===== src/sv/bcrs_pkg.sv =====
// Shared types, widths and constants of the battery charge rate scheduler.
`timescale 1ns / 1ps

package bcrs_pkg;

   // Field widths
   localparam int MONTH_W  = 4;
   localparam int MINUTE_W = 11;
   localparam int SOC_W    = 10;
   localparam int RATE_W   = 15;
   localparam int PCT_W    = 7;
   localparam int DEC_W    = 3;
   localparam int CSR_IDX_W  = 3;
   localparam int CSR_DATA_W = 11;

   // Derived arithmetic widths
   localparam int TEN_W  = 11;                  // ten times a percent register
   localparam int END_W  = MINUTE_W + 1;        // window end, no wrap
   localparam int GNUM_W = TEN_W + MINUTE_W;    // goal ramp dividend
   localparam int P1_W   = TEN_W + MINUTE_W;    // soc gap times length
   localparam int NUM_W  = PCT_W + P1_W + 8;    // slow rate dividend
   localparam int DEN_W  = TEN_W + END_W;       // slow rate divisor
   localparam int GQ_W   = TEN_W;               // goal ramp quotient
   localparam int GOAL_S_W = TEN_W + 2;         // signed goal before clamp

   // Shared serial divider geometry
   localparam int DIV_DVD_W = NUM_W;
   localparam int DIV_DVS_W = DEN_W;

   localparam logic [MONTH_W-1:0] MONTH_APRIL  = 4'd3;
   localparam logic [MONTH_W-1:0] MONTH_AUGUST = 4'd7;
   localparam logic [SOC_W-1:0]   GOAL_MAX     = 10'd1000;

   // Register indexes
   localparam logic [CSR_IDX_W-1:0] CSR_SOC_THRESHOLD = 3'd0;
   localparam logic [CSR_IDX_W-1:0] CSR_SOC_MAXIMUM   = 3'd1;
   localparam logic [CSR_IDX_W-1:0] CSR_RATE_SLOW     = 3'd2;
   localparam logic [CSR_IDX_W-1:0] CSR_RATE_NORMAL   = 3'd3;
   localparam logic [CSR_IDX_W-1:0] CSR_RATE_MINIMUM  = 3'd4;
   localparam logic [CSR_IDX_W-1:0] CSR_WINDOW_BEGIN  = 3'd5;
   localparam logic [CSR_IDX_W-1:0] CSR_WINDOW_LENGTH = 3'd6;

   // Register reset values
   localparam logic [PCT_W-1:0]    RST_SOC_THRESHOLD = 7'd60;
   localparam logic [PCT_W-1:0]    RST_SOC_MAXIMUM   = 7'd92;
   localparam logic [PCT_W-1:0]    RST_RATE_SLOW     = 7'd10;
   localparam logic [PCT_W-1:0]    RST_RATE_NORMAL   = 7'd30;
   localparam logic [PCT_W-1:0]    RST_RATE_MINIMUM  = 7'd7;
   localparam logic [MINUTE_W-1:0] RST_WINDOW_BEGIN  = 11'd630;
   localparam logic [MINUTE_W-1:0] RST_WINDOW_LENGTH = 11'd210;

   typedef struct packed {
      logic [PCT_W-1:0]    soc_threshold;
      logic [PCT_W-1:0]    soc_maximum;
      logic [PCT_W-1:0]    rate_slow;
      logic [PCT_W-1:0]    rate_normal;
      logic [PCT_W-1:0]    rate_minimum;
      logic [MINUTE_W-1:0] window_begin;
      logic [MINUTE_W-1:0] window_length;
   } cfg_type;

   typedef struct packed {
      logic busy;
      logic done;
   } div_stat_type;

   typedef enum logic [DEC_W-1:0] {
      DEC_OFF_SEASON = 3'd0,
      DEC_BELOW      = 3'd1,
      DEC_AFTER      = 3'd2,
      DEC_HOLD       = 3'd3,
      DEC_PAUSE      = 3'd4,
      DEC_SLOW       = 3'd5
   } decision_type;

   typedef enum logic [3:0] {
      S_IDLE,
      S_CLASS,
      S_MUL,
      S_MUL2,
      S_GSTART,
      S_GWAIT,
      S_SSTART,
      S_SWAIT,
      S_DONE
   } state_type;

endpackage


===== src/sv/bcrs_csr.sv =====
// Configuration register file with write channel and reset values.
`timescale 1ns / 1ps

module bcrs_csr
   import bcrs_pkg::*;
(
   input  logic                  clock,
   input  logic                  reset,
   input  logic                  csr_valid,
   output logic                  csr_ready,
   input  logic [CSR_IDX_W-1:0]  csr_index,
   input  logic [CSR_DATA_W-1:0] csr_wdata,
   output cfg_type               cfg
);

   cfg_type cfg_ff;
   cfg_type cfg_in;

   assign csr_ready = 1'b1;
   assign cfg       = cfg_ff;

   always_comb begin
      cfg_in = cfg_ff;
      if (csr_valid) begin
         unique case (csr_index)
            CSR_SOC_THRESHOLD: cfg_in.soc_threshold = csr_wdata[PCT_W-1:0];
            CSR_SOC_MAXIMUM:   cfg_in.soc_maximum   = csr_wdata[PCT_W-1:0];
            CSR_RATE_SLOW:     cfg_in.rate_slow     = csr_wdata[PCT_W-1:0];
            CSR_RATE_NORMAL:   cfg_in.rate_normal   = csr_wdata[PCT_W-1:0];
            CSR_RATE_MINIMUM:  cfg_in.rate_minimum  = csr_wdata[PCT_W-1:0];
            CSR_WINDOW_BEGIN:  cfg_in.window_begin  = csr_wdata[MINUTE_W-1:0];
            CSR_WINDOW_LENGTH: cfg_in.window_length = csr_wdata[MINUTE_W-1:0];
            default:           cfg_in = cfg_ff;  // unmapped index: drop the write
         endcase
      end
   end

   always_ff @(posedge clock) begin
      if (reset) begin
         cfg_ff.soc_threshold <= RST_SOC_THRESHOLD;
         cfg_ff.soc_maximum   <= RST_SOC_MAXIMUM;
         cfg_ff.rate_slow     <= RST_RATE_SLOW;
         cfg_ff.rate_normal   <= RST_RATE_NORMAL;
         cfg_ff.rate_minimum  <= RST_RATE_MINIMUM;
         cfg_ff.window_begin  <= RST_WINDOW_BEGIN;
         cfg_ff.window_length <= RST_WINDOW_LENGTH;
      end else begin
         cfg_ff <= cfg_in;
      end
   end

endmodule


===== src/sv/bcrs_div.sv =====
// Bit-serial restoring divider, one quotient bit per cycle.
`timescale 1ns / 1ps

module bcrs_div
   import bcrs_pkg::*;
#(
   parameter int  DVD_W = DIV_DVD_W,
   parameter int  DVS_W = DIV_DVS_W,
   localparam int CNT_W = $clog2(DVD_W + 1)
) (
   input  logic             clock,
   input  logic             reset,
   input  logic             start,
   input  logic [CNT_W-1:0] steps,
   input  logic [DVD_W-1:0] dividend,  // left-aligned, steps bits used
   input  logic [DVS_W-1:0] divisor,
   output logic [DVD_W-1:0] quotient,
   output div_stat_type     stat
);

   logic [DVS_W-1:0] rem_ff, rem_in;
   logic [DVS_W-1:0] dvs_ff, dvs_in;
   logic [DVD_W-1:0] quo_ff, quo_in;
   logic [CNT_W-1:0] cnt_ff, cnt_in;
   logic             busy_ff, busy_in;
   logic             done_ff, done_in;
   logic [DVS_W:0]   trial;
   logic             fit;

   assign trial = {rem_ff, quo_ff[DVD_W-1]};
   assign fit   = trial >= {1'b0, dvs_ff};

   always_comb begin
      rem_in  = rem_ff;
      dvs_in  = dvs_ff;
      quo_in  = quo_ff;
      cnt_in  = cnt_ff;
      busy_in = busy_ff;
      done_in = 1'b0;
      if (start) begin
         rem_in  = '0;
         dvs_in  = divisor;
         quo_in  = dividend;
         cnt_in  = steps;
         busy_in = 1'b1;
      end else if (busy_ff) begin
         // shift one dividend bit into the partial remainder, subtract if it fits
         rem_in = fit ? DVS_W'(trial - {1'b0, dvs_ff}) : trial[DVS_W-1:0];
         quo_in = {quo_ff[DVD_W-2:0], fit};
         cnt_in = cnt_ff - CNT_W'(1);
         if (cnt_ff == CNT_W'(1)) begin
            busy_in = 1'b0;
            done_in = 1'b1;
         end
      end
   end

   always_ff @(posedge clock) begin
      if (reset) begin
         busy_ff <= 1'b0;
         done_ff <= 1'b0;
         cnt_ff  <= '0;
      end else begin
         busy_ff <= busy_in;
         done_ff <= done_in;
         cnt_ff  <= cnt_in;
      end
      rem_ff <= rem_in;
      dvs_ff <= dvs_in;
      quo_ff <= quo_in;
   end

   assign quotient  = quo_ff;
   assign stat.busy = busy_ff;
   assign stat.done = done_ff;

endmodule


===== src/sv/battery_charge_rate_scheduler.sv =====
// Top level of the battery charge rate scheduler: sequencer, operand prep, result register.
// Outside the cut-off window the result follows classification directly; for a slow decision
//   the goal ramp is divided, then the slow rate too unless it is latched or the ramp is flat.
// Throughput: one item at a time; the next item is taken once the result is parked in the
//   output register. The shared bit-serial divider (22 or 37 steps) sets the window cost.
// Reset: synchronous, active high; registers return to defaults, latch and SoC goal clear.
`timescale 1ns / 1ps

module battery_charge_rate_scheduler
   import bcrs_pkg::*;
(
   input  logic                  clock,
   input  logic                  reset,
   // input items
   input  logic                  req_tvalid,
   output logic                  req_tready,
   input  logic [39:0]           req_tdata,   // month[3:0], minute_of_day[14:4],
                                              // soc_tenths[24:15], rate_now[39:25]
   // result items
   output logic                  rsp_tvalid,
   input  logic                  rsp_tready,
   output logic [31:0]           rsp_tdata,   // rate_target[14:0], soc_goal_tenths[24:15],
                                              // zero fill [31:25]
   output logic [7:0]            rsp_tuser,   // decision[2:0], zero fill [7:3]
   // configuration writes
   input  logic                  csr_valid,
   output logic                  csr_ready,
   input  logic [CSR_IDX_W-1:0]  csr_index,
   input  logic [CSR_DATA_W-1:0] csr_wdata
);

   localparam int CNT_W = $clog2(DIV_DVD_W + 1);

   cfg_type      cfg;
   state_type    state_ff, state_in;
   div_stat_type div_stat;

   // ---------------------------------------------------------------
   // Configuration registers
   // ---------------------------------------------------------------
   bcrs_csr u_csr (
      .clock     (clock),
      .reset     (reset),
      .csr_valid (csr_valid),
      .csr_ready (csr_ready),
      .csr_index (csr_index),
      .csr_wdata (csr_wdata),
      .cfg       (cfg)
   );

   // ---------------------------------------------------------------
   // Sample capture
   // ---------------------------------------------------------------
   logic [MONTH_W-1:0]  month_ff;
   logic [MINUTE_W-1:0] minute_ff;
   logic [SOC_W-1:0]    soc_ff;
   logic [RATE_W-1:0]   rate_now_ff;
   logic                req_fire;

   assign req_fire = req_tvalid && req_tready;

   always_ff @(posedge clock) begin
      if (req_fire) begin
         month_ff    <= req_tdata[3:0];
         minute_ff   <= req_tdata[14:4];
         soc_ff      <= req_tdata[24:15];
         rate_now_ff <= req_tdata[39:25];
      end
   end

   // ---------------------------------------------------------------
   // Classification and first-level operands (S_CLASS)
   // ---------------------------------------------------------------
   logic [TEN_W-1:0]  thr10, thr1_10, max10, d10, e_abs;
   logic [PCT_W-1:0]  d_abs;
   logic              d_neg, e_neg;
   logic [END_W-1:0]  win_end, em;
   logic [MINUTE_W-1:0] mb;
   decision_type      dec;

   always_comb begin
      thr10   = TEN_W'(cfg.soc_threshold) * TEN_W'(10);
      thr1_10 = (TEN_W'(cfg.soc_threshold) + TEN_W'(1)) * TEN_W'(10);
      max10   = TEN_W'(cfg.soc_maximum) * TEN_W'(10);
      win_end = END_W'(cfg.window_begin) + END_W'(cfg.window_length);
      d_neg   = cfg.soc_maximum < cfg.soc_threshold;
      d_abs   = d_neg ? cfg.soc_threshold - cfg.soc_maximum
                      : cfg.soc_maximum - cfg.soc_threshold;
      d10     = TEN_W'(d_abs) * TEN_W'(10);
      e_neg   = TEN_W'(soc_ff) > max10;
      e_abs   = e_neg ? TEN_W'(soc_ff) - max10 : max10 - TEN_W'(soc_ff);
      mb      = minute_ff - cfg.window_begin;
      em      = win_end - END_W'(minute_ff);
      priority if (month_ff < MONTH_APRIL || month_ff > MONTH_AUGUST) begin
         dec = DEC_OFF_SEASON;
      end else if (TEN_W'(soc_ff) < thr10) begin
         dec = DEC_BELOW;
      end else if (END_W'(minute_ff) >= win_end) begin
         dec = DEC_AFTER;
      end else if (minute_ff < cfg.window_begin) begin
         dec = (TEN_W'(soc_ff) >= thr1_10) ? DEC_PAUSE : DEC_HOLD;
      end else begin
         dec = DEC_SLOW;
      end
   end

   decision_type      dec_ff;
   logic [TEN_W-1:0]  thr10_ff, d10_ff, e_abs_ff;
   logic              d_neg_ff, e_neg_ff, equal_ff;
   logic [MINUTE_W-1:0] mb_ff;
   logic [END_W-1:0]  em_ff;
   logic [GNUM_W-1:0] gnum_ff;
   logic [P1_W-1:0]   p1_ff;
   logic [DEN_W-1:0]  den_ff;
   logic [NUM_W-1:0]  num_ff;

   always_ff @(posedge clock) begin
      if (state_ff == S_CLASS) begin
         dec_ff   <= dec;
         thr10_ff <= thr10;
         d10_ff   <= d10;
         d_neg_ff <= d_neg;
         e_abs_ff <= e_abs;
         e_neg_ff <= e_neg;
         equal_ff <= cfg.soc_maximum == cfg.soc_threshold;
         mb_ff    <= mb;
         em_ff    <= em;
      end
      // one multiplier per product, registered before the next
      if (state_ff == S_MUL) begin
         gnum_ff <= GNUM_W'(d10_ff) * GNUM_W'(mb_ff);
         p1_ff   <= P1_W'(e_abs_ff) * P1_W'(cfg.window_length);
         den_ff  <= DEN_W'(d10_ff) * DEN_W'(em_ff);
      end
      if (state_ff == S_MUL2) begin
         num_ff <= {(NUM_W - 8)'(cfg.rate_slow) * (NUM_W - 8)'(p1_ff), 8'b0};
      end
   end

   // ---------------------------------------------------------------
   // Shared serial divider
   // ---------------------------------------------------------------
   logic                 div_start;
   logic [CNT_W-1:0]     div_steps;
   logic [DIV_DVD_W-1:0] div_dividend;
   logic [DIV_DVS_W-1:0] div_divisor;
   logic [DIV_DVD_W-1:0] div_quo;

   bcrs_div #(
      .DVD_W (DIV_DVD_W),
      .DVS_W (DIV_DVS_W)
   ) u_div (
      .clock    (clock),
      .reset    (reset),
      .start    (div_start),
      .steps    (div_steps),
      .dividend (div_dividend),
      .divisor  (div_divisor),
      .quotient (div_quo),
      .stat     (div_stat)
   );

   // ---------------------------------------------------------------
   // Goal ramp and slow rate finishing
   // ---------------------------------------------------------------
   logic signed [GOAL_S_W-1:0] goal_s;
   logic [SOC_W-1:0]           goal_sat;
   logic [RATE_W-1:0]          rate_lo, rate_hi, slow_clamped;

   assign rate_lo = {cfg.rate_minimum, 8'b0};
   assign rate_hi = {cfg.rate_normal, 8'b0};

   always_comb begin
      // truncate toward zero: subtract the magnitude quotient for a falling ramp
      goal_s = d_neg_ff
             ? $signed({2'b0, thr10_ff}) - $signed({2'b0, div_quo[GQ_W-1:0]})
             : $signed({2'b0, thr10_ff}) + $signed({2'b0, div_quo[GQ_W-1:0]});
      priority if (goal_s < 0) begin
         goal_sat = '0;
      end else if (goal_s > $signed(GOAL_S_W'(GOAL_MAX))) begin
         goal_sat = GOAL_MAX;
      end else begin
         goal_sat = goal_s[SOC_W-1:0];
      end
      // opposite signs give a non-positive quotient, which clamps to the minimum
      priority if (e_neg_ff ^ d_neg_ff) begin
         slow_clamped = rate_lo;
      end else if (div_quo < DIV_DVD_W'(rate_lo)) begin
         slow_clamped = rate_lo;
      end else if (div_quo > DIV_DVD_W'(rate_hi)) begin
         slow_clamped = rate_hi;
      end else begin
         slow_clamped = div_quo[RATE_W-1:0];
      end
   end

   // ---------------------------------------------------------------
   // Sequencer: next state
   // ---------------------------------------------------------------
   logic              latched_ff, latched_in;
   logic [RATE_W-1:0] slow_ff, slow_in;
   logic [SOC_W-1:0]  goal_ff, goal_in;
   logic              rsp_valid_ff;
   logic              out_free;

   assign out_free = !rsp_valid_ff || rsp_tready;

   always_comb begin
      state_in = state_ff;
      unique case (state_ff)
         S_IDLE:   if (req_fire) state_in = S_CLASS;
         S_CLASS:  state_in = (dec == DEC_SLOW) ? S_MUL : S_DONE;
         S_MUL:    state_in = S_MUL2;
         S_MUL2:   state_in = S_GSTART;
         S_GSTART: state_in = S_GWAIT;
         S_GWAIT: begin
            if (div_stat.done) begin
               state_in = (latched_ff || equal_ff) ? S_DONE : S_SSTART;
            end
         end
         S_SSTART: state_in = S_SWAIT;
         S_SWAIT:  if (div_stat.done) state_in = S_DONE;
         S_DONE:   if (out_free) state_in = S_IDLE;
         default:  state_in = S_IDLE;
      endcase
   end

   // ---------------------------------------------------------------
   // Sequencer: outputs
   // ---------------------------------------------------------------
   logic out_load;

   always_comb begin
      req_tready   = 1'b0;
      div_start    = 1'b0;
      div_steps    = CNT_W'(GNUM_W);
      div_dividend = {gnum_ff, (DIV_DVD_W - GNUM_W)'(0)};
      div_divisor  = DIV_DVS_W'(cfg.window_length);
      out_load     = 1'b0;
      unique case (state_ff)
         S_IDLE:   req_tready = 1'b1;
         S_GSTART: div_start  = 1'b1;
         S_SSTART: begin
            div_start    = 1'b1;
            div_steps    = CNT_W'(NUM_W);
            div_dividend = num_ff;
            div_divisor  = den_ff;
         end
         S_DONE:   out_load = out_free;
         default:  req_tready = 1'b0;
      endcase
   end

   // ---------------------------------------------------------------
   // Held state: slow-rate latch and SoC goal
   // ---------------------------------------------------------------
   always_comb begin
      latched_in = latched_ff;
      slow_in    = slow_ff;
      goal_in    = goal_ff;
      if (state_ff == S_CLASS && dec == DEC_BELOW) begin
         latched_in = 1'b0;                  // drop the latch below threshold
      end
      if (state_ff == S_GWAIT && div_stat.done) begin
         goal_in = goal_sat;
         if (!latched_ff && equal_ff) begin
            latched_in = 1'b1;               // flat ramp saturates to normal
            slow_in    = rate_hi;
         end
      end
      if (state_ff == S_SWAIT && div_stat.done) begin
         latched_in = 1'b1;
         slow_in    = slow_clamped;
      end
   end

   always_ff @(posedge clock) begin
      if (reset) begin
         state_ff   <= S_IDLE;
         latched_ff <= 1'b0;
         slow_ff    <= '0;
         goal_ff    <= '0;
      end else begin
         state_ff   <= state_in;
         latched_ff <= latched_in;
         slow_ff    <= slow_in;
         goal_ff    <= goal_in;
      end
   end

   // ---------------------------------------------------------------
   // Result register
   // ---------------------------------------------------------------
   logic [RATE_W-1:0] target;
   logic [RATE_W-1:0] rsp_target_ff;
   logic [SOC_W-1:0]  rsp_goal_ff;
   decision_type      rsp_dec_ff;

   always_comb begin
      unique case (dec_ff)
         DEC_OFF_SEASON: target = rate_now_ff;
         DEC_BELOW:      target = rate_hi;
         DEC_AFTER:      target = rate_hi;
         DEC_HOLD:       target = rate_now_ff;
         DEC_PAUSE:      target = '0;
         DEC_SLOW: begin
            // keep the current rate when the whole percent already matches
            target = (rate_now_ff[RATE_W-1:8] != slow_ff[RATE_W-1:8]) ? slow_ff
                                                                       : rate_now_ff;
         end
         default:        target = rate_now_ff;
      endcase
   end

   always_ff @(posedge clock) begin
      if (reset) begin
         rsp_valid_ff <= 1'b0;
      end else if (out_load) begin
         rsp_valid_ff <= 1'b1;
      end else if (rsp_tready) begin
         rsp_valid_ff <= 1'b0;
      end
      if (out_load) begin
         rsp_target_ff <= target;
         rsp_goal_ff   <= goal_ff;
         rsp_dec_ff    <= dec_ff;
      end
   end

   assign rsp_tvalid = rsp_valid_ff;
   assign rsp_tdata  = {7'b0, rsp_goal_ff, rsp_target_ff};
   assign rsp_tuser  = {5'b0, rsp_dec_ff};

   // ---------------------------------------------------------------
   // Assertions
   // ---------------------------------------------------------------
   a_div_busy_in_wait : assert property (@(posedge clock) disable iff (reset)
      div_stat.busy |-> (state_ff == S_GWAIT || state_ff == S_SWAIT))
      else $error("divider running outside a wait state");

   a_slow_div_unlatched : assert property (@(posedge clock) disable iff (reset)
      (state_ff == S_SSTART || state_ff == S_SWAIT) |-> !latched_ff)
      else $error("slow rate recomputed while latched");

   a_pause_zero : assert property (@(posedge clock) disable iff (reset)
      (rsp_tvalid && rsp_tuser[DEC_W-1:0] == DEC_PAUSE) |-> rsp_tdata[RATE_W-1:0] == '0)
      else $error("pause result with nonzero rate");

   a_load_clears_busy : assert property (@(posedge clock) disable iff (reset)
      out_load |=> (state_ff == S_IDLE && rsp_valid_ff))
      else $error("result load did not return to idle");

endmodule

===== config.mk =====
export PLATFORM = sky130hd
export DESIGN_NAME = battery_charge_rate_scheduler
export DESIGN_NICKNAME = d
export VERILOG_FILES = /design/src/sv/bcrs_pkg.sv /design/src/sv/bcrs_csr.sv /design/src/sv/bcrs_div.sv /design/src/sv/battery_charge_rate_scheduler.sv
export SDC_FILE = /design/constraint.sdc
export NUM_CORES = 2
export LEC_CHECK = 0
export BUFFER_PORTS_ARGS = -buffer_cell sky130_fd_sc_hd__buf_2
export CAP_MARGIN = 40
export CORE_UTILIZATION = 45
export CTS_CLUSTER_DIAMETER = 100
export CTS_CLUSTER_SIZE = 20
export DETAILED_ROUTE_END_ITERATION = 12
export GPL_TIMING_DRIVEN = 0
export HOLD_SLACK_MARGIN = 0.08
export PLACE_DENSITY = 0.68
export SLEW_MARGIN = 20
export SYNTH_ARGS = -nofsm -noshare
export SYNTH_HDL_FRONTEND = slang
export SYNTH_SLANG_ARGS = --single-unit

===== constraint.sdc =====
create_clock -name clock -period 9.35 [get_ports clock]
set_input_delay 0 -clock clock [delete_from_list [all_inputs] [get_ports clock]]
set_output_delay 0 -clock clock [all_outputs]
set_load 0.005 [all_outputs]

Word level (Yosys, flattened, before mapping)

Index checks and enable logic that the tools add are counted.

Bits in registers: 401
Bits of input ports: 59
Output and inout bits: 43
Word-level logic and storage cells: 176

$add $sub $neg: 12
Multiply operators: 8
$lt $le $gt $ge: 13
Equality and inequality tests: 27
Multiplexer cells: 46
Bitwise gates (word level): 2
Reduce and logical (&&, ||, !) cells: 28

Operators with widths:

| kind                                                                  | number |
|---|---|
| 37-bit 2-to-1 mux                                                     | 3 |
| 15-bit 2-to-1 mux                                                     | 7 |
| 15-bit one-hot mux with 3 select lines                                | 1 |
| 37-bit by 15-bit greater-than comparator with 1-bit output            | 1 |
| 37-bit by 15-bit < comparator with 1-bit output                       | 1 |
| 4-bit one-hot mux with 9 select lines                                 | 1 |
| 7-bit by 3-bit multiplier with 10-bit output, second input constant   | 3 |
| 7-bit by 22-bit multiplier with 29-bit output                         | 1 |
| 11-bit by 11-bit adder with 12-bit output                             | 2 |
| 24-bit by 23-bit greater-or-equal comparator with 1-bit output        | 1 |
| 4-bit 2-to-1 mux                                                      | 6 |
| 23-bit 2-to-1 mux                                                     | 1 |
| 23-bit subtractor                                                     | 1 |
| 10-bit by 12-bit multiplier with 22-bit output                        | 1 |
| 11-bit by 11-bit multiplier with 22-bit output                        | 1 |
| 11-bit 2-to-1 mux                                                     | 2 |
| 10-bit by 11-bit multiplier with 21-bit output                        | 1 |
| 10-bit 2-to-1 mux                                                     | 2 |
| 3-bit equality test, second input constant                            | 6 |
| 6-bit 2-to-1 mux                                                      | 3 |
| 4-bit by 3-bit equality test with 1-bit output, second input constant | 4 |
| 2-bit AND reduction                                                   | 8 |
| 3-bit 2-to-1 mux                                                      | 5 |
| 7-bit subtractor                                                      | 2 |
| other kinds (42)                                                      | 72 |

Longest topological paths before layout

Word-level depth: 14
Mapped depth: 21
Depth with buffers taken out: 21

Cells and area by module

A second synthesis with hierarchy kept.

Cells, all modules: 3858
Area, all modules: 38106.5 µm²

Modules (own cells, without submodules):

| module                        | instances | cells each | area an instance (µm²) | seq. area each (µm²) |
|---|---|---|---|---|
| battery_charge_rate_scheduler | 1         | 3185       | 30824.6                | 7287.0 |
| bcrs_div                      | 1         | 448        | 4932.2                 | 2422.3 |
| bcrs_csr                      | 1         | 225        | 2349.8                 | 1141.1 |

Worst setup path after synthesis

Ideal clock, no wire load.

Path kind: register to register
Start point: reg state_ff[1]
End point: reg latched_ff
Setup time: 0.128 ns
Arrival time: 7.600 ns
Data required time: 9.222 ns
Path slack: 1.623 ns
Stages on the path, launching flop included: 6
Path buffers: 1
Period minus slack after synthesis: 7.727 ns
Cell sequence: dfxtp_1 clkbuf_1 nor4b_1 nand3_1 a21oi_1 nor2_1

Longest elaborated chain between the ends: 6
Elaborated cells on any way between the ends: 10
Those cells by class: eq/ne (3); mux (4); reduce/logical (3)

RTL lines:

| element                                        | RTL line                             | text |
|---|---|---|
| start, declared                                | battery_charge_rate_scheduler.sv:35  | `state_type state_ff, state_in;` |
| start signal, assigned                         | battery_charge_rate_scheduler.sv:284 | `state_ff <= state_in;` |
| 4-bit by 1-bit equality test with 1-bit output | battery_charge_rate_scheduler.sv:261 | `if (state_ff == S_CLASS && dec == DEC_BELOW) begin` |
| 1-bit logical AND                              | battery_charge_rate_scheduler.sv:261 |  |
| 1-bit 2-to-1 mux                               | battery_charge_rate_scheduler.sv:261 |  |
| 1-bit 2-to-1 mux                               | battery_charge_rate_scheduler.sv:266 | `if (!latched_ff && equal_ff) begin` |
| 1-bit 2-to-1 mux                               | battery_charge_rate_scheduler.sv:264 | `if (state_ff == S_GWAIT && div_stat.done) begin` |
| 1-bit 2-to-1 mux *                             | battery_charge_rate_scheduler.sv:271 | `if (state_ff == S_SWAIT && div_stat.done) begin` |
| end signal, assigned                           | battery_charge_rate_scheduler.sv:285 | `latched_ff <= latched_in;` |
| end, declared                                  | battery_charge_rate_scheduler.sv:200 | `logic latched_ff, latched_in;` |

Mark *: on every way between the ends. The rest lies on a longest branch, timed or not.
A chain may end at the register's enable or synchronous reset.

Final worst setup path

Start point: reg u_csr.cfg_ff, in the netlist u_csr.cfg[4]
End point: reg p1_ff[21], data pin

Longest elaborated chain between the ends: 1

RTL lines:

| element                                        | RTL line                             | text |
|---|---|---|
| start, declared                                | bcrs_csr.sv:16                       | `cfg_type cfg_ff;` |
| start signal, assigned                         | bcrs_csr.sv:48                       | `cfg_ff <= cfg_in;` |
| 11-bit by 11-bit multiplier with 22-bit output | battery_charge_rate_scheduler.sv:132 | `p1_ff <= P1_W'(e_abs_ff) * P1_W'(cfg.window_length);` |
| end signal, assigned                           | battery_charge_rate_scheduler.sv:132 |  |
| end, declared                                  | battery_charge_rate_scheduler.sv:113 | `logic [P1_W-1:0] p1_ff;` |

No other way between the ends.

==> results.md <==
Synthesis:
- After synthesis, the most frequently instantiated cells are sky130_fd_sc_hd__inv_1, sky130_fd_sc_hd__nand2_1, sky130_fd_sc_hd__ha_1.
- The number of synthesized flops with an enable pin is 282.
- The post-synthesis average cell area is 9.69 um2.
- The synthesized design contains 401 register bits.
- In this run the cell area of the synthesized design comes to 37000 um2.
- The share of synthesized registers carrying an async set or reset is 0%.
- The number of different library cells used by synthesis comes to 81.
- In the post-synthesis netlist, the biggest area contributors are sky130_fd_sc_hd__edfxtp_1, sky130_fd_sc_hd__fa_1, sky130_fd_sc_hd__ha_1.
- The share of synthesized area occupied by flip-flops and latches is 29.3%.
- For this run, the leading register cell type out of synthesis is sky130_fd_sc_hd__edfxtp_1.
- The number of cells produced by synthesis is 3818.
- The cell type with the largest total area after synthesis is sky130_fd_sc_hd__edfxtp_1.
- The share of the synthesized area in the top cell type is 22.9%.
- sky130_fd_sc_hd__inv_1 is the most common cell in the netlist.
- The total number of yosys warnings is 0.

STA:
- After layout, the worst path uses 68.6% of the clock period.
- Based on the critical path, the design can be clocked at up to 0.156 GHz.
- The worst-case setup margin in the final layout is 2.94 ns.
- The final setup violation count is 0.
- The count of final hold-check violations came to 0.
- The worst slew margin relative to its limit is 42.7%.
- At the pin with the least slew margin, the transition time is 0.857 ns.
- The post-layout minimum cycle time is 6.41 ns.
- The tightest hold path in the finished design has a slack of 0.107 ns.
- For the final routed database, the setup TNS stands at 0 ns.
- The count of final max-slew check failures is 0.
- Setup repair after global routing left no endpoint under its margin.
- For the final database, setup skew stands at 0.0367 ns.

Placement:
- At the placement stage, the worst setup path has a slack of 2.90 ns.
- The number of I/O port buffers is 87.
- The final RePlAce weighted congestion is 0.921.
- The final HPWL from detailed placement is 75.7 mm.
- The placed instances occupy a cell area of 39100 um2.

Finish:
- Relative to the synthesized area, the layout overhead comes to 9.83%.
- The finished cells cover 40600 um2.
- The fraction of layout cells with a size suffix above 1 is 5.27%.
- The final layout contains 4843 nets.

Worst setup path:
- Among all stages on the critical path, the largest delay is contributed by sky130_fd_sc_hd__dfxtp_1.
- Counting both buffers and inverters, the worst setup path holds a total of 4.
- The critical path startpoint category is a flip-flop.
- For this run, the slowest stage of the critical path takes 0.61 ns.
- Traced cell by cell, the critical path runs through clkbuf_1 > nand2_1 > fa_1 > inv_1 > fa_1 > inv_1 > fa_1 > inv_1 > fa_1 > fa_1 > ha_1 > or3_1 > o31ai_1 > o211a_1 > a211oi_1 > a211o_1 > a21o_1 > a21oi_1 > xnor2_1.
- The worst endpoint data arrival time is 6.78 ns.
- By instance count, the cell type seen most on the critical path is sky130_fd_sc_hd__fa_1.
- Along the worst path, the maximum fanout reaches 10.
- The top cell family by delay on the critical path is adder cells.
- The setup slack on the worst flop-to-flop path is 2.94 ns.
- The kind of critical path is flip-flop to flip-flop.
- The required time reported for the critical path endpoint is 9.71 ns.
- STA classifies the critical path endpoint as a flip-flop.

CTS:
- The number of buffers created by CTS is 27.
- In this run the number of H-tree levels came out at 1.
- The total number of clock tree sinks is 401.
- The clock latency of the later-clocked register in the worst-skew pair is 0.60 ns.
- Counting along the longest clock path gives a buffer depth of 3.
- The TritonCTS clock tree is done.
- The clock tree root buffer cell is sky130_fd_sc_hd__clkbuf_16.
- After clock tree synthesis, the setup repair step added 0 buffers.
- After clock tree synthesis, the clock-pin slew on the worst setup and hold paths is 0.10 ns.

Die:
- The die extent in y is 289 um.
- The standard-cell row count is 104.
- The number of primary I/O pins is 102.
- The floorplan step defined a die boundary enclosing 83400 um2.
- The chip width is 289 um.
- The floorplan step defined a core boundary enclosing 80900 um2.
- The initial core utilization is 45.7%.

Detailed routing:
- The pre-antenna-repair detailed-routing pass consisted of 5 iterations.
- The residual antenna-violating net count after detailed routing is 0.
- After detailed routing, the average wire length per cell comes to 18.5 um.
- The aggregate routed wire length is 94.7 mm.
- The routed via count is 27739.
- After detailed routing, the number of vias per cell comes to 5.42.
- The DRC marker count from the first detailed-route iteration is 1734.
- The post-detailed-route DRC marker count is 0.

Run status:
- The run finished with clean final reports.

GRT:
- The global-route usage over all layers is 23.0%.
- The total congestion overflow is 0.
- The first global-routing pass estimated 151 mm of wire.
- The number of antenna violations at the first check in global routing is 0.
- The number of global-route vias before repair is 27864.
- Entering global routing, the biggest net connects 23 pins.

Power:
- The total power consumption of the routed design is 8.39 mW.
- The maximum ir drop on the vdd rail is 0.222 mV.
- The leakage component of the power is 18.6 nW.
- The power per cell area is 207 nW/um2.

Flow run:
- The tool flagged a number of max-cap violations equal to 0.

Worst hold path:
- The type of the worst min-delay path is primary input to flip-flop.
## cell type report
cell class / instances / area (um2)
clock inverter: 9 / 114
fill: 7490 / 40300
antenna: 1 / 2.50
timing repair buffer: 182 / 1370
inverter: 501 / 1890
clock buffer: 40 / 744
buffer: 152 / 626
sequential: 401 / 10900
multi-input combinational: 2775 / 23700
tap: 1060 / 1330
## cell usage in the layout, fill, tap and decap left out, types with 26 or more instances in the layout
cell                              n
sky130_fd_sc_hd__a211oi_1        31
sky130_fd_sc_hd__a21o_1          48
sky130_fd_sc_hd__a21oi_1        187
sky130_fd_sc_hd__a22oi_1         30
sky130_fd_sc_hd__and2_1         188
sky130_fd_sc_hd__and3_1          26
sky130_fd_sc_hd__buf_2           95
sky130_fd_sc_hd__buf_4           30
sky130_fd_sc_hd__clkbuf_1       142
sky130_fd_sc_hd__clkbuf_16       27
sky130_fd_sc_hd__dfxtp_1        119
sky130_fd_sc_hd__dlygate4sd3_1   66
sky130_fd_sc_hd__edfxtp_1       282
sky130_fd_sc_hd__fa_1           341
sky130_fd_sc_hd__ha_1           403
sky130_fd_sc_hd__inv_1          498
sky130_fd_sc_hd__mux2i_1         60
sky130_fd_sc_hd__nand2_1        494
sky130_fd_sc_hd__nand2b_1        27
sky130_fd_sc_hd__nand3_1         73
sky130_fd_sc_hd__nor2_1         179
sky130_fd_sc_hd__nor2b_1         41
sky130_fd_sc_hd__nor3_1          43
sky130_fd_sc_hd__o21a_1          32
sky130_fd_sc_hd__o21ai_0        106
sky130_fd_sc_hd__xnor2_1        129
sky130_fd_sc_hd__xor2_1          40
## power by group
group / leakage (nW) / switching [mW] / internal (mW)
Sequential: 3.58 / 0.0882 / 2.23
Combinational: 14.6 / 2.65 / 2.16
Clock: 0.423 / 0.671 / 0.588
## registers in the layout, summed over array words and instances, names as in the netlist, 12 cells and up
signal and flops:
den_ff 22, em_ff 12, gnum_ff 21, num_ff 29, p1_ff 22, rate_now_ff 15, rsp_target_ff 15, slow_ff 15
u_csr.cfg 57, u_div.dvs_ff 23, u_div.quotient 37, u_div.rem_ff 23
## kinds of logic after synthesis
| logic type | synth area share (%) |
|---|---|
| AOI/OAI and AO/OA | 10.5 |
| and+or+nand+nor | 15.2 |
| other | 0.0203 |
| buffers and inverters | 6.79 |
| xor gates and xnor gates | 4.00 |
| adders and majority gates | 32.1 |
| DFF | 29.3 |
| muxes | 2.05 |
## metal layers
| metal | vias to the layer above | global-route usage (%) | share of wire (%) |
|---|---|---|---|
| met4 | 0 | 6.30 | 2.9 |
| met2 | 837 | 38.7 | 47 |
| met3 | 138 | 3.52 | 6.7 |
| met1 | 13558 | 30.9 | 43 |
| li1 | 13206 | - | - |
| met5 | - | 0 | 0 |
## final timing paths
check | from | endpoint | depth (start not counted)
worst max-delay path | u_csr.cfg[4] | p1_ff[21] | 19
worst min-delay path | req_tdata[2] | month_ff[2] | 2
worst max register to register | u_csr.cfg[4] | p1_ff[21] | 19
worst min register to register | goal_ff[6] | rsp_goal_ff[6] | 0
## metrics by stage
stage	utilization, %	std cells
2_1_floorplan	-	3829
3_3_place_gp	47.9	4976
3_5_place_dp	48.3	5004
4_1_cts	50.2	5119
5_1_grt	50.2	5120
6_report	50.2	5121
## repair_timing
action / CTS / global route
endpoints found under the hold margin: 108 / 0
hold buffers: 66 / 0
resized for setup: 0 / 0
Note: power is estimated with default switching activity, not from simulation.
